File: src/sv/modbus_rtu_register_slave_core_assert.svh
// Assertion macros for the Modbus RTU register slave.
// Used by the top level; expects i_clk and i_rst_n in scope.
`ifndef MODBUS_RTU_REGISTER_SLAVE_CORE_ASSERT_SVH
`define MODBUS_RTU_REGISTER_SLAVE_CORE_ASSERT_SVH

`define MRS_ASSERT_SAME(lbl, ante, cons) \
    lbl: assert property (@(posedge i_clk) disable iff (!i_rst_n) (ante) |-> (cons)) \
        else $error("assertion failed");

`define MRS_ASSERT_NEXT(lbl, ante, cons) \
    lbl: assert property (@(posedge i_clk) disable iff (!i_rst_n) (ante) |=> (cons)) \
        else $error("assertion failed");

`endif

File: src/sv/mrs_pkg.sv
// Package of the Modbus RTU register slave: sizes, codes, frame descriptor, CRC step.
// No dependencies.
package mrs_pkg;

    localparam int NUM_REGS  = 16;
    localparam int MAX_FRAME = 64;
    localparam int REG_AW    = (NUM_REGS > 1) ? $clog2(NUM_REGS) : 1;
    localparam int FR_AW     = $clog2(MAX_FRAME);
    localparam int RAM_DEPTH = 2 * MAX_FRAME;
    localparam int HDR_LEN   = 7;

    localparam logic [7:0] FN_READ       = 8'h03;
    localparam logic [7:0] FN_WRITE_ONE  = 8'h06;
    localparam logic [7:0] FN_WRITE_MANY = 8'h10;

    localparam logic [2:0] ST_REPLIED   = 3'd0;
    localparam logic [2:0] ST_CRC_BAD   = 3'd1;
    localparam logic [2:0] ST_OTHER     = 3'd2;
    localparam logic [2:0] ST_BROADCAST = 3'd3;
    localparam logic [2:0] ST_BAD_FN    = 3'd4;
    localparam logic [2:0] ST_LENGTH    = 3'd5;
    localparam logic [2:0] ST_RANGE     = 3'd6;

    localparam logic [7:0] DEV_ADDR_RST = 8'h02;

    typedef struct packed {
        logic [6:0]              n;
        logic                    ovf;
        logic                    crc_ok;
        logic                    bank;
        logic [HDR_LEN-1:0][7:0] hdr;
    } t_desc;

    function automatic logic [15:0] crc_byte(input logic [15:0] c_in, input logic [7:0] b);
        logic [15:0] c;
        c = c_in ^ {8'h00, b};
        for (int j = 0; j < 8; j++) begin
            if (c[0]) begin
                c = (c >> 1) ^ 16'hA001;
            end else begin
                c = c >> 1;
            end
        end
        return c;
    endfunction

endpackage

File: src/sv/mrs_in_if.sv
// Receive byte channel of the Modbus RTU register slave.
// No dependencies.
interface mrs_in_if;
    logic       valid;
    logic       ready;
    logic [7:0] rx_byte;
    logic       end_of_frame;
    modport source (output valid, output rx_byte, output end_of_frame, input ready);
    modport sink (input valid, input rx_byte, input end_of_frame, output ready);
endinterface

File: src/sv/mrs_out_if.sv
// Reply and status channel of the Modbus RTU register slave.
// No dependencies.
interface mrs_out_if;
    logic       valid;
    logic       ready;
    logic       tx_valid;
    logic [7:0] tx_byte;
    logic       tx_last;
    logic [2:0] status;
    modport source (output valid, output tx_valid, output tx_byte, output tx_last,
                    output status, input ready);
    modport sink (input valid, input tx_valid, input tx_byte, input tx_last,
                  input status, output ready);
endinterface

File: src/sv/mrs_ram.sv
// Generic single-write, single-read RAM with registered read data.
// No dependencies.
module mrs_ram #(
    parameter int WIDTH = 8,
    parameter int DEPTH = 64
) (
    input  logic                     i_clk,
    input  logic                     i_we,
    input  logic [$clog2(DEPTH)-1:0] i_waddr,
    input  logic [WIDTH-1:0]         i_wdata,
    input  logic [$clog2(DEPTH)-1:0] i_raddr,
    output logic [WIDTH-1:0]         o_rdata
);

    logic [WIDTH-1:0] r_mem [DEPTH];
    logic [WIDTH-1:0] r_rdata;

    always_ff @(posedge i_clk) begin
        if (i_we) begin
            r_mem[i_waddr] <= i_wdata;
        end
        r_rdata <= r_mem[i_raddr];
    end

    assign o_rdata = r_rdata;

endmodule

File: src/sv/mrs_front.sv
// Receive side: stores frame bytes, runs the CRC, captures the header, emits a descriptor.
// Depends on mrs_pkg and mrs_in_if.
module mrs_front (
    input  logic                    i_clk,
    input  logic                    i_rst_n,
    mrs_in_if.sink                  i_rx,
    input  logic                    i_q_full,
    output logic                    o_push,
    output mrs_pkg::t_desc          o_desc,
    output logic                    o_ram_we,
    output logic [mrs_pkg::FR_AW:0] o_ram_waddr,
    output logic [7:0]              o_ram_wdata
);

    logic [6:0]                          r_cnt, n_cnt;
    logic                                r_ovf, n_ovf;
    logic [15:0]                         r_crc, n_crc;
    logic                                r_bank;
    logic [mrs_pkg::HDR_LEN-1:0][7:0]    r_hdr, n_hdr;
    logic                                acc;
    logic                                room;

    assign i_rx.ready = !i_q_full;
    assign acc  = i_rx.valid && i_rx.ready;
    assign room = (r_cnt < 7'(mrs_pkg::MAX_FRAME));

    always_comb begin
        n_cnt = r_cnt;
        n_ovf = r_ovf;
        n_crc = r_crc;
        n_hdr = r_hdr;
        if (room) begin
            n_cnt = r_cnt + 7'd1;
            n_crc = mrs_pkg::crc_byte(r_crc, i_rx.rx_byte);
            if (r_cnt < 7'(mrs_pkg::HDR_LEN)) begin
                n_hdr[r_cnt[2:0]] = i_rx.rx_byte;
            end
        end else begin
            n_ovf = 1'b1;
        end
    end

    assign o_ram_we    = acc && room;
    assign o_ram_waddr = {r_bank, r_cnt[mrs_pkg::FR_AW-1:0]};
    assign o_ram_wdata = i_rx.rx_byte;

    assign o_push        = acc && i_rx.end_of_frame;
    assign o_desc.n      = n_cnt;
    assign o_desc.ovf    = n_ovf;
    assign o_desc.crc_ok = (n_crc == 16'h0000);
    assign o_desc.bank   = r_bank;
    assign o_desc.hdr    = n_hdr;

    always_ff @(posedge i_clk) begin
        if (!i_rst_n) begin
            r_cnt  <= '0;
            r_ovf  <= 1'b0;
            r_crc  <= 16'hFFFF;
            r_bank <= 1'b0;
        end else if (acc) begin
            if (i_rx.end_of_frame) begin
                r_cnt  <= '0;
                r_ovf  <= 1'b0;
                r_crc  <= 16'hFFFF;
                r_bank <= !r_bank;
            end else begin
                r_cnt <= n_cnt;
                r_ovf <= n_ovf;
                r_crc <= n_crc;
            end
        end
    end

    always_ff @(posedge i_clk) begin
        if (acc) begin
            r_hdr <= n_hdr;
        end
    end

endmodule

File: src/sv/mrs_fifo.sv
// Two-entry queue of frame descriptors between receive and execute sides.
// Depends on mrs_pkg.
module mrs_fifo (
    input  logic           i_clk,
    input  logic           i_rst_n,
    input  logic           i_push,
    input  mrs_pkg::t_desc i_desc,
    input  logic           i_pop,
    output mrs_pkg::t_desc o_head,
    output logic           o_full,
    output logic           o_empty
);

    mrs_pkg::t_desc r_mem [2];
    logic           r_wp, r_rp;
    logic [1:0]     r_cnt;

    assign o_full  = (r_cnt == 2'd2);
    assign o_empty = (r_cnt == 2'd0);
    assign o_head  = r_mem[r_rp];

    always_ff @(posedge i_clk) begin
        if (!i_rst_n) begin
            r_wp  <= 1'b0;
            r_rp  <= 1'b0;
            r_cnt <= '0;
        end else begin
            if (i_push) begin
                r_wp <= !r_wp;
            end
            if (i_pop) begin
                r_rp <= !r_rp;
            end
            if (i_push && !i_pop) begin
                r_cnt <= r_cnt + 2'd1;
            end else if (i_pop && !i_push) begin
                r_cnt <= r_cnt - 2'd1;
            end
        end
    end

    always_ff @(posedge i_clk) begin
        if (i_push) begin
            r_mem[r_wp] <= i_desc;
        end
    end

endmodule

File: src/sv/mrs_back.sv
// Execute side: judges a frame, updates the holding registers, streams reply or status.
// Depends on mrs_pkg and mrs_out_if.
module mrs_back (
    input  logic                    i_clk,
    input  logic                    i_rst_n,
    input  logic [7:0]              i_dev_addr,
    input  mrs_pkg::t_desc          i_desc,
    input  logic                    i_q_empty,
    output logic                    o_pop,
    output logic [mrs_pkg::FR_AW:0] o_ram_raddr,
    input  logic [7:0]              i_ram_rdata,
    mrs_out_if.source               o_tx
);

    typedef enum logic [7:0] {
        S_IDLE   = 8'b0000_0001,
        S_RD_HI  = 8'b0000_0010,
        S_RD_LO  = 8'b0000_0100,
        S_WR     = 8'b0000_1000,
        S_SEND   = 8'b0001_0000,
        S_CRC_LO = 8'b0010_0000,
        S_CRC_HI = 8'b0100_0000,
        S_STATUS = 8'b1000_0000
    } t_state;

    t_state                       r_state;
    logic [15:0]                  r_hold [mrs_pkg::NUM_REGS];
    logic [mrs_pkg::REG_AW-1:0]   r_ridx;
    logic [4:0]                   r_i;
    logic [5:0]                   r_k, r_len;
    logic [15:0]                  r_crc;
    logic [7:0]                   r_hi;
    logic                         r_half;
    logic [mrs_pkg::FR_AW-1:0]    r_raddr;
    logic [2:0]                   r_code;
    logic                         r_out_v, r_tx_valid, r_tx_last;
    logic [7:0]                   r_tx_byte;
    logic [2:0]                   r_status;

    logic [7:0]  fn;
    logic [15:0] start, count;
    logic [16:0] span;
    logic [2:0]  code;
    logic        is_read;
    logic        can_emit;
    logic [7:0]  send_byte;
    logic [15:0] rd_word;
    logic        emit;
    logic [2:0]  emit_code;
    logic        emit_last, emit_valid;
    logic [7:0]  emit_byte;

    assign fn      = i_desc.hdr[1];
    assign start   = {i_desc.hdr[2], i_desc.hdr[3]};
    assign count   = {i_desc.hdr[4], i_desc.hdr[5]};
    assign span    = {1'b0, start} + {1'b0, count};
    assign is_read = (fn == mrs_pkg::FN_READ);

    always_comb begin
        code = mrs_pkg::ST_REPLIED;
        if (i_desc.ovf || i_desc.n < 7'd4) begin
            code = mrs_pkg::ST_LENGTH;
        end else if (!i_desc.crc_ok) begin
            code = mrs_pkg::ST_CRC_BAD;
        end else if (i_desc.hdr[0] == 8'h00) begin
            code = mrs_pkg::ST_BROADCAST;
        end else if (i_desc.hdr[0] != i_dev_addr) begin
            code = mrs_pkg::ST_OTHER;
        end else if (fn != mrs_pkg::FN_READ && fn != mrs_pkg::FN_WRITE_ONE
                     && fn != mrs_pkg::FN_WRITE_MANY) begin
            code = mrs_pkg::ST_BAD_FN;
        end else if (i_desc.n < 7'd8) begin
            code = mrs_pkg::ST_LENGTH;
        end else if (fn == mrs_pkg::FN_WRITE_ONE) begin
            if (i_desc.n != 7'd8) begin
                code = mrs_pkg::ST_LENGTH;
            end else if (start >= 16'(mrs_pkg::NUM_REGS)) begin
                code = mrs_pkg::ST_RANGE;
            end
        end else if (count == 16'd0 || count > 16'(mrs_pkg::NUM_REGS)
                     || span > 17'(mrs_pkg::NUM_REGS)) begin
            code = mrs_pkg::ST_RANGE;
        end else if (is_read) begin
            if (i_desc.n != 7'd8) begin
                code = mrs_pkg::ST_LENGTH;
            end
        end else if (i_desc.n != 7'd9 + {count[5:0], 1'b0}) begin
            code = mrs_pkg::ST_LENGTH;
        end else if (i_desc.hdr[6] != {count[6:0], 1'b0}) begin
            code = mrs_pkg::ST_RANGE;
        end
    end

    assign rd_word = r_hold[r_ridx];

    always_comb begin
        send_byte = i_desc.hdr[r_k[2:0]];
        if (is_read) begin
            if (r_k == 6'd0) begin
                send_byte = i_desc.hdr[0];
            end else if (r_k == 6'd1) begin
                send_byte = mrs_pkg::FN_READ;
            end else if (r_k == 6'd2) begin
                send_byte = {count[6:0], 1'b0};
            end else begin
                send_byte = r_half ? rd_word[7:0] : rd_word[15:8];
            end
        end
    end

    assign can_emit    = !r_out_v || o_tx.ready;
    assign o_ram_raddr = {i_desc.bank, r_raddr};

    always_comb begin
        emit       = 1'b0;
        emit_valid = 1'b1;
        emit_byte  = 8'h00;
        emit_last  = 1'b0;
        emit_code  = mrs_pkg::ST_REPLIED;
        o_pop      = 1'b0;
        case (r_state)
            S_SEND: begin
                emit      = can_emit;
                emit_byte = send_byte;
            end
            S_CRC_LO: begin
                emit      = can_emit;
                emit_byte = r_crc[7:0];
            end
            S_CRC_HI: begin
                emit      = can_emit;
                emit_byte = r_crc[15:8];
                emit_last = 1'b1;
                o_pop     = can_emit;
            end
            S_STATUS: begin
                emit       = can_emit;
                emit_valid = 1'b0;
                emit_last  = 1'b1;
                emit_code  = r_code;
                o_pop      = can_emit;
            end
            default: begin
                emit = 1'b0;
            end
        endcase
    end

    always_ff @(posedge i_clk) begin
        if (!i_rst_n) begin
            r_state <= S_IDLE;
            r_out_v <= 1'b0;
            for (int j = 0; j < mrs_pkg::NUM_REGS; j++) begin
                r_hold[j] <= 16'(j + 1);
            end
        end else begin
            if (emit) begin
                r_out_v <= 1'b1;
            end else if (o_tx.ready) begin
                r_out_v <= 1'b0;
            end
            case (r_state)
                S_IDLE: begin
                    if (!i_q_empty) begin
                        if (code != mrs_pkg::ST_REPLIED) begin
                            r_state <= S_STATUS;
                        end else if (fn == mrs_pkg::FN_WRITE_ONE) begin
                            r_hold[start[mrs_pkg::REG_AW-1:0]] <= count;
                            r_state <= S_SEND;
                        end else if (is_read) begin
                            r_state <= S_SEND;
                        end else begin
                            r_state <= S_RD_HI;
                        end
                    end
                end
                S_RD_HI: begin
                    r_state <= S_RD_LO;
                end
                S_RD_LO: begin
                    r_state <= S_WR;
                end
                S_WR: begin
                    r_hold[r_ridx] <= {r_hi, i_ram_rdata};
                    if (16'(r_i) + 16'd1 == count) begin
                        r_state <= S_SEND;
                    end else begin
                        r_state <= S_RD_HI;
                    end
                end
                S_SEND: begin
                    if (can_emit && r_k == r_len - 6'd1) begin
                        r_state <= S_CRC_LO;
                    end
                end
                S_CRC_LO: begin
                    if (can_emit) begin
                        r_state <= S_CRC_HI;
                    end
                end
                S_CRC_HI: begin
                    if (can_emit) begin
                        r_state <= S_IDLE;
                    end
                end
                S_STATUS: begin
                    if (can_emit) begin
                        r_state <= S_IDLE;
                    end
                end
                default: begin
                    r_state <= S_IDLE;
                end
            endcase
        end
    end

    always_ff @(posedge i_clk) begin
        if (emit) begin
            r_tx_valid <= emit_valid;
            r_tx_byte  <= emit_byte;
            r_tx_last  <= emit_last;
            r_status   <= emit_code;
        end
        case (r_state)
            S_IDLE: begin
                r_code  <= code;
                r_k     <= '0;
                r_crc   <= 16'hFFFF;
                r_half  <= 1'b0;
                r_i     <= '0;
                r_ridx  <= start[mrs_pkg::REG_AW-1:0];
                r_raddr <= mrs_pkg::FR_AW'(mrs_pkg::HDR_LEN);
                r_len   <= is_read ? 6'd3 + {count[4:0], 1'b0} : 6'd6;
            end
            S_RD_HI: begin
                r_raddr <= r_raddr + mrs_pkg::FR_AW'(1);
            end
            S_RD_LO: begin
                r_raddr <= r_raddr + mrs_pkg::FR_AW'(1);
                r_hi    <= i_ram_rdata;
            end
            S_WR: begin
                r_i    <= r_i + 5'd1;
                r_ridx <= r_ridx + mrs_pkg::REG_AW'(1);
            end
            S_SEND: begin
                if (can_emit) begin
                    r_k   <= r_k + 6'd1;
                    r_crc <= mrs_pkg::crc_byte(r_crc, send_byte);
                    if (is_read && r_k >= 6'd3) begin
                        r_half <= !r_half;
                        if (r_half) begin
                            r_ridx <= r_ridx + mrs_pkg::REG_AW'(1);
                        end
                    end
                end
            end
            default: begin
                r_k <= r_k;
            end
        endcase
    end

    assign o_tx.valid    = r_out_v;
    assign o_tx.tx_valid = r_tx_valid;
    assign o_tx.tx_byte  = r_tx_byte;
    assign o_tx.tx_last  = r_tx_last;
    assign o_tx.status   = r_status;

endmodule

File: src/sv/modbus_rtu_register_slave_core.sv
// Modbus RTU holding-register slave: one received byte accepted per cycle while the queue has room.
// A frame is judged combinationally in S_IDLE; the state and output registers lie before its first result.
// Reply bytes leave one per cycle unless tx stalls; function 16 reads two stored bytes per register.
// Two frames may be buffered; the receive side stalls while both queue entries are in use.
// Synchronous active-low reset; holding register k resets to k plus one, device address to 2.
module modbus_rtu_register_slave_core (
    input  logic       i_clk,
    input  logic       i_rst_n,
    input  logic       i_cfg_we,
    input  logic [7:0] i_cfg_wdata,
    mrs_in_if.sink     i_rx,
    mrs_out_if.source  o_tx
);

    `include "modbus_rtu_register_slave_core_assert.svh"

    logic [7:0]              r_dev_addr;
    logic                    push, pop, q_full, q_empty;
    mrs_pkg::t_desc          desc_in, desc_head;
    logic                    ram_we;
    logic [mrs_pkg::FR_AW:0] ram_waddr, ram_raddr;
    logic [7:0]              ram_wdata, ram_rdata;

    always_ff @(posedge i_clk) begin
        if (!i_rst_n) begin
            r_dev_addr <= mrs_pkg::DEV_ADDR_RST;
        end else if (i_cfg_we) begin
            r_dev_addr <= i_cfg_wdata;
        end
    end

    mrs_front u_front (
        .i_clk       (i_clk),
        .i_rst_n     (i_rst_n),
        .i_rx        (i_rx),
        .i_q_full    (q_full),
        .o_push      (push),
        .o_desc      (desc_in),
        .o_ram_we    (ram_we),
        .o_ram_waddr (ram_waddr),
        .o_ram_wdata (ram_wdata)
    );

    mrs_ram #(
        .WIDTH (8),
        .DEPTH (mrs_pkg::RAM_DEPTH)
    ) u_ram (
        .i_clk   (i_clk),
        .i_we    (ram_we),
        .i_waddr (ram_waddr),
        .i_wdata (ram_wdata),
        .i_raddr (ram_raddr),
        .o_rdata (ram_rdata)
    );

    mrs_fifo u_fifo (
        .i_clk   (i_clk),
        .i_rst_n (i_rst_n),
        .i_push  (push),
        .i_desc  (desc_in),
        .i_pop   (pop),
        .o_head  (desc_head),
        .o_full  (q_full),
        .o_empty (q_empty)
    );

    mrs_back u_back (
        .i_clk       (i_clk),
        .i_rst_n     (i_rst_n),
        .i_dev_addr  (r_dev_addr),
        .i_desc      (desc_head),
        .i_q_empty   (q_empty),
        .o_pop       (pop),
        .o_ram_raddr (ram_raddr),
        .i_ram_rdata (ram_rdata),
        .o_tx        (o_tx)
    );

    `MRS_ASSERT_NEXT(a_eof_queued, i_rx.valid && i_rx.ready && i_rx.end_of_frame, !q_empty)
    `MRS_ASSERT_SAME(a_status_only_last, o_tx.valid && !o_tx.tx_valid,
                     o_tx.tx_last && o_tx.status != mrs_pkg::ST_REPLIED)
    `MRS_ASSERT_SAME(a_reply_ok, o_tx.valid && o_tx.tx_valid, o_tx.status == mrs_pkg::ST_REPLIED)
    `MRS_ASSERT_SAME(a_pop_nonempty, pop, !q_empty)

endmodule

File: src/flat_wrapper.sv
// flat-port wrapper written by rule: the top's interface ports become plain ports
module modbus_rtu_register_slave_core_flat 
  (i_clk, i_rst_n, i_cfg_we, i_cfg_wdata, i_rx_valid, i_rx_rx_byte, i_rx_end_of_frame, i_rx_ready, o_tx_valid, o_tx_tx_valid, o_tx_tx_byte, o_tx_tx_last, o_tx_status, o_tx_ready);
  mrs_in_if i_rx_i ();
  mrs_out_if o_tx_i ();
  input  logic i_clk;
  input  logic i_rst_n;
  input  logic i_cfg_we;
  input  logic [7:0] i_cfg_wdata;
  input wire logic [$bits(i_rx_i.valid)-1:0] i_rx_valid;
  input wire logic [$bits(i_rx_i.rx_byte)-1:0] i_rx_rx_byte;
  input wire logic [$bits(i_rx_i.end_of_frame)-1:0] i_rx_end_of_frame;
  output wire logic [$bits(i_rx_i.ready)-1:0] i_rx_ready;
  output wire logic [$bits(o_tx_i.valid)-1:0] o_tx_valid;
  output wire logic [$bits(o_tx_i.tx_valid)-1:0] o_tx_tx_valid;
  output wire logic [$bits(o_tx_i.tx_byte)-1:0] o_tx_tx_byte;
  output wire logic [$bits(o_tx_i.tx_last)-1:0] o_tx_tx_last;
  output wire logic [$bits(o_tx_i.status)-1:0] o_tx_status;
  input wire logic [$bits(o_tx_i.ready)-1:0] o_tx_ready;
  assign i_rx_i.valid = i_rx_valid;
  assign i_rx_i.rx_byte = i_rx_rx_byte;
  assign i_rx_i.end_of_frame = i_rx_end_of_frame;
  assign i_rx_ready = i_rx_i.ready;
  assign o_tx_valid = o_tx_i.valid;
  assign o_tx_tx_valid = o_tx_i.tx_valid;
  assign o_tx_tx_byte = o_tx_i.tx_byte;
  assign o_tx_tx_last = o_tx_i.tx_last;
  assign o_tx_status = o_tx_i.status;
  assign o_tx_i.ready = o_tx_ready;
  modbus_rtu_register_slave_core u_core (.i_clk(i_clk), .i_rst_n(i_rst_n), .i_cfg_we(i_cfg_we), .i_cfg_wdata(i_cfg_wdata), .i_rx(i_rx_i), .o_tx(o_tx_i));
endmodule
File: config.mk
export PLATFORM = sky130hd
export DESIGN_NAME = modbus_rtu_register_slave_core_flat
export DESIGN_NICKNAME = d
export VERILOG_FILES = /design/src/sv/mrs_pkg.sv /design/src/sv/mrs_in_if.sv /design/src/sv/mrs_out_if.sv /design/src/sv/mrs_ram.sv /design/src/sv/mrs_front.sv /design/src/sv/mrs_fifo.sv /design/src/sv/mrs_back.sv /design/src/sv/modbus_rtu_register_slave_core.sv /design/src/flat_wrapper.sv
export VERILOG_INCLUDE_DIRS = /design/src /design/src/sv
export SDC_FILE = /design/constraint.sdc
export NUM_CORES = 2
export LEC_CHECK = 0
export ABC_CLOCK_PERIOD_IN_PS = 15600
export BUFFER_PORTS_ARGS = -buffer_cell sky130_fd_sc_hd__buf_2
export CAP_MARGIN = 20
export CORE_MARGIN = 2
export CORE_UTILIZATION = 40
export DETAILED_ROUTE_END_ITERATION = 12
export PLACE_DENSITY_LB_ADDON = 0.12
export SYNTH_ARGS = -nofsm -noshare
export SYNTH_HDL_FRONTEND = slang
export SYNTH_SLANG_ARGS = --single-unit
File: constraint.sdc
create_clock -name i_clk -period 15.6 [get_ports i_clk]
set_input_delay 1.56 -clock i_clk [delete_from_list [all_inputs] [get_ports i_clk]]
set_output_delay 1.56 -clock i_clk [all_outputs]
set_load 0.01 [all_outputs]
# == Word-level counts from Yosys, hierarchy flattened ==
# Memory sizes are Yosys's and may differ from the RTL's. A register that Yosys moved wholly into a read port is not among the register bits.
# Index checks and enable logic that the tools add are counted.
# word_totals
ramBits,1412
word_cells,270
output_inout_bits,15
mem_count,3
regBits,170
input_bits,22
# op_classes
muxes,123
order_cmp,11
n_reduce_logical,44
bitwise,18
eq_ne,29
n_addsub,12
# memory_table
name,words,word_bits,rd,rd_clocked_by_memory_dff,wr,line_no,text
u_core.u_ram.r_mem,128,8,1,1,1,mrs_ram.sv:15,logic [WIDTH-1:0] r_mem [DEPTH];
u_core.u_back.r_hold,16,16,1,1,16,mrs_back.sv:27,logic [15:0] r_hold [mrs_pkg::NUM_REGS];
u_core.u_fifo.r_mem,2,66,1,1,1,mrs_fifo.sv:14,mrs_pkg::t_desc r_mem [2];
# op_table
cell,count
2-to-1 mux 16 bit,42
2-to-1 mux 56 bit,2
2-to-1 mux 8 bit,12
bitwise mux 56 bit,1
case mux 8 bit (7 select lines),1
inverter 2 -> 3 bit,16
2-to-1 mux 3 bit,14
zero test 16 bit,2
case mux 16 bit (2 select lines),1
OR reduction 16 bit,2
bitwise XOR 16 x 8 -> 16 bit,2
2-to-1 mux 1 bit,28
binary-select mux 8 bit (select 3 bit),1
demux 8 bit (select 3 bit),1
2-to-1 mux 4 bit,6
case mux 6 bit (2 select lines),2
case mux 8 bit (3 select lines),1
adder 16 x 16 -> 17 bit,1
"> comparator 17 x 5 -> 1 bit, second input constant",1
== test 6 x 16 -> 1 bit,1
"== test 8 x 2 -> 1 bit, second input constant",2
"== test 8 x 3 -> 1 bit, second input constant",2
"greater-or-equal comparator 16 x 5 -> 1 bit, second input constant",1
"> comparator 16 x 5 -> 1 bit, second input constant",1
54 further kinds,94

# == Longest topological paths before layout ==
# depth
depth_word,38
mapped_depth,22
depth_no_buf,15

# == Modules after synthesis ==
# A second synthesis with hierarchy kept.
# hier_totals
cells_unflattened,3692
area_unflattened_um2,66789.1
# by_module_without_submodules
mod,area_each_um2,seq_area_each_um2,cells_each,n_inst
mrs_ram,39665.5,30909.6,1635,1
mrs_back,17884.7,9989.6,1500,1
mrs_fifo,4988.5,4063.9,227,1
mrs_front,3951.3,2182.1,305,1
modbus_rtu_register_slave_core,299.0,160.2,25,1

# == Worst setup path before layout ==
# No wires, ideal clock.
# synth_path
path_kind,input to register
startpoint,input port i_rx_valid
endpoint,memory u_core.u_fifo.r_mem[0][0] (netlist bit) (enable)
t_required_ns,15.108
stages,4
n_path_buf,0
slack_ns,9.416
setup_ns,0.492
arrival_time_ns,5.692
cell_sequence,nand2_1 clkinv_1 nand2_1 nor2_1
# synth_between
elab_chain_len,4
# synth_lines
element,line_no,text
"start, declared",flat_wrapper.sv:10,input wire logic [$bits(i_rx_i.valid)-1:0] i_rx_valid;
logical AND 1 bit,mrs_front.sv:24,assign acc = i_rx.valid && i_rx.ready;
net u_core.u_front.acc,mrs_front.sv:20,logic acc;
logical AND 1 bit,mrs_front.sv:47,assign o_push = acc && i_rx.end_of_frame;
2-to-1 mux 1 bit,mrs_fifo.sv:43,if (i_push) begin
2-to-1 mux 1 bit (implied by the code),mrs_fifo.sv:44,r_mem[r_wp] <= i_desc;
"end, declared",mrs_fifo.sv:14,
# The timed path passes the listed nets, and every way through them passes these cells.

==> results.yml <==
cells_and_area:
  utilization: 0.4518
  drive_above_1_share: 0.2309
  finish.net_count: 3894
  final_instance_area_mm2: 0.07539
  diodes: 0
  synth_to_final_area_change_pct: 12.38
placed_design:
  place.gp.congestion: 0.8647
  buffer_ports.inserted: 36
  hpwlAfterDp_um: 113400
  dpl-instance-area_mm2: 0.06983
timing:
  timing.setup.tns_ns: 0
  rsz0062_at_grt: "no"
  setup_viol: 0
  timing_worst_slew_pin_value_ns: 1.096
  max_freq_mhz: 161.3
  finalHoldViolations: 0
  slew_viol_final: 0
  skew_ns: 0.03459
  min_period_over_period: 0.3973
  timing.slew.headroom: 0.2694
  period_minus_slack_ns: 6.198
global_routing:
  globalRouteOverflowTotal: 0
  grt_pass1_vias: 35254
  grt_first_pass_wirelength_um: 257100
  global_route.usage.total: 0.2087
  antenna_found_initial: 6
  largest_net_degree_at_the_start_of_global_routing: 142
logic_synthesis:
  synth.ff_latch_count: 1595
  synth_nets: 3813
  synthDistinctLibCells: 91
  synth_sequential_area_ratio: 0.7052
  postSynth.asyncResetShare: 0
  synth_enable_flop_cells: 1536
  post_synth_most_frequent_cells: "1536 x edfxtp_1, 430 x nor2_1, 419 x mux4_2"
  synth.avg_cell_area_um2: 17.84
  yosysTopAreaCellShare: 0.6876
  synthTopCellsByArea: "edfxtp_1 69%, mux4_2 14%, nor2_1 2.4%"
  syn-cell-area_mm2: 0.06708
  ys.warnings.count: 0
  syn_inst: 3760
  synth.most_common_cell: "edfxtp_1"
  ys_dominant_reg_cell: "edfxtp_1"
  synth_top_cell_by_area: "edfxtp_1"
clock_tree:
  cts.htree.levels: 4
  cts_hold_buffers: 0
  clk_pin_slew_worst_paths_ns: 0.06
  cts_resized: 0
  number_of_clock_buffers_inserted_by_tritoncts: 170
  cts_num_sinks: 1595
  clkLatencyLatePin_ns: 0.82
  cts_tree: "built"
  cts_setup_buffers: 0
  root_buffer: "clkbuf_16"
  cts-root-to-sink-buffers: 3
floorplanning:
  die_height_um: 413.5
  die_area_mm2: 0.1710
  num_io_pins: 37
  dieWidth_um: 413.5
  floorplan.initialDensity: 0.4021
  placement_rows: 150
  core_area_mm2: 0.1668
status:
  result_of_the_run: "completed"
setup_path:
  rr_endpoint: "u_core.u_back.r_hold[4][2]"
  ff2ff_path_depth: 14
  crit_path_cell_trace: "buf_4, mux2i_4, ha_1, xnor2_1, a21oi_1, a41oi_1, a211oi_1, nor2_1, nor4_4, a21o_2, buf_4, nand2_1, o21ai_1, buf_4"
  kind_of_end_point_of_the_critical_path: "flop"
  worstPathMaxFanout: 60
  critical_path.most_common_cell: "buf_4"
  count_of_buffer_and_inverter_cells_on_the_critical_path: 3
  timing.critical_path.slowest_stage_cell: "buf_4"
  worst-endpoint-required_ns: 16.09
  crit_path_end: "u_core.u_back.r_hold[4][2]"
  crit_path_depth: 14
  critical_path_arrival_ns: 6.69
  critPathKind: "flop to flop"
  start_kind: "flop"
  cpPeakStageDelay_ns: 0.82
  cpLargestDelayFamily: "compound AO/OA/AOI/OAI gates"
  r2r_slack_ns: 9.40
worst_hold_path:
  holdCritPathClass: "flop to flop"
  hold_path_startpoint: "u_core.u_front.r_ovf"
detailed_routing:
  wire_per_inst_um: 28.74
  route.antenna.remaining_nets: 0
  routed_wirelength_um: 177600
  viasPerCell: 5.658
  drt_first_pass_iters: 7
  vias: 34965
  detailedRoute.firstIterationViolations: 3738
  drc: 0
power_and_ir_drop:
  totalPowerFinal_mw: 10.91
  pwr_density_cell_mw_per_mm2: 144.7
  power.static_leakage_nw: 24.09
  vdd.ir_drop.worst_mv: 0.1199
flow_run:
  cap_viol_max_count: 0
[state kept, by name, indices dropped and copies added (netlist names), 3 cells and up, named ones only]
| register | count |
|---|---|
| u_core.r_dev_addr | 8 |
| u_core.u_back.r_code | 3 |
| u_core.u_back.r_hi | 8 |
| u_core.u_front.r_crc | 16 |
| u_core.u_back.o_tx.status | 3 |
| u_core.u_back.r_state | 8 |
| u_core.u_back.r_ridx | 4 |
| u_core.u_back.r_i | 5 |
| u_core.u_front.r_cnt | 7 |
| u_core.u_ram.r_mem | 1024 |
| u_core.u_back.r_len | 6 |
| u_core.u_back.r_hold | 256 |
| u_core.u_back.r_raddr | 6 |
| u_core.u_front.r_hdr | 56 |
| u_core.u_ram.o_rdata | 8 |
| u_core.u_fifo.r_mem | 132 |
| u_core.u_back.r_crc | 16 |
| u_core.u_back.r_k | 6 |
| u_core.u_back.o_tx.tx_byte | 8 |
[worst min path at each step]
stage,end,slack (ns),depth (start not counted)
floorplan,u_core.u_back.r_hi[0],0.40,0
global placement,u_core.u_front.r_crc[5],0.47,2
detailed placement,u_core.u_front.r_ovf,0.47,2
CTS,u_core.u_front.r_ovf,0.49,2
global route,u_core.u_front.r_ovf,0.51,2
finish,u_core.u_front.r_ovf,0.48,2
[logic make-up after synthesis]
logic type                 after synthesis  share of synthesized area
AOI/OAI and AO/OA                      245                    0.02520
muxes                                  581                     0.1675
xor gates and xnor gates               123                    0.01695
buffers and inverters                  247                    0.01595
and+or+nand+nor                        938                    0.06329
adders and majority gates               31                   0.005894
DFF                                   1595                     0.7052
[where the power goes]
| group | leakage [nW] | switching (mW) | internal, mW |
|---|---|---|---|
| logic | 6.87 | 1.08 | 0.752 |
| clock network | 2.64 | 1.71 | 2.29 |
| registers | 14.6 | 0.197 | 4.88 |
| total | 24.1 | 2.98 | 7.92 |
[stage by stage]
step                setup slack, ns  std cells  hold WS, ns
floorplan                     9.416       3760       0.4030
global placement              9.538       5865       0.4678
detailed placement            9.315       5869       0.4712
CTS                           9.313       6176       0.4873
global route                  8.858       6180       0.5058
finish                        9.402       6180       0.4807
[worst min-delay path, delay by kind of cell (launching register included)]
family           cells  cell delay [ns]
AO/OA/AOI/OAI        1             0.04
AND/OR/NAND/NOR      1             0.09
flip-flops           1             0.32
[layout by cell type, fill, tap and decap left out, types with 28 or more instances in the layout]
| cell | netlist | final |
|---|---|---|
| nand2_1 | 213 | 212 |
| buf_2 | 23 | 28 |
| buf_4 | 7 | 72 |
| xor2_1 | 29 | 29 |
| nand3_1 | 62 | 62 |
| o21ai_0 | 50 | 34 |
| a21oi_1 | 40 | 40 |
| clkbuf_1 | 122 | 35 |
| edfxtp_1 | 1536 | 1536 |
| clkbuf_16 | 0 | 173 |
| mux4_2 | 419 | 419 |
| inv_1 | 41 | 41 |
| nor3_1 | 34 | 34 |
| nor2_1 | 430 | 429 |
| mux2i_1 | 70 | 69 |
| dfxtp_1 | 59 | 56 |
| clkinv_1 | 3 | 36 |
| mux2_2 | 85 | 85 |
| ha_1 | 30 | 30 |
| nor2b_1 | 32 | 32 |
| xnor2_1 | 89 | 89 |
[layout make-up]
cell class,count,area (µm²)
fillers,14270,91460
flip-flops and latches,1595,47320
multi-input cells,1918,18810
clock buffers,212,4516
well taps,2204,2758
clock inverters,95,942.2
repair buffers,110,874.6
inverters,46,172.7
[layer usage]
layer  part of all wire  track usage
met2               0.47       0.3284
met5                  0            0
met4              0.022      0.05266
met3              0.053      0.03160
met1               0.45       0.3049
(Power assumes the default switching activity.)
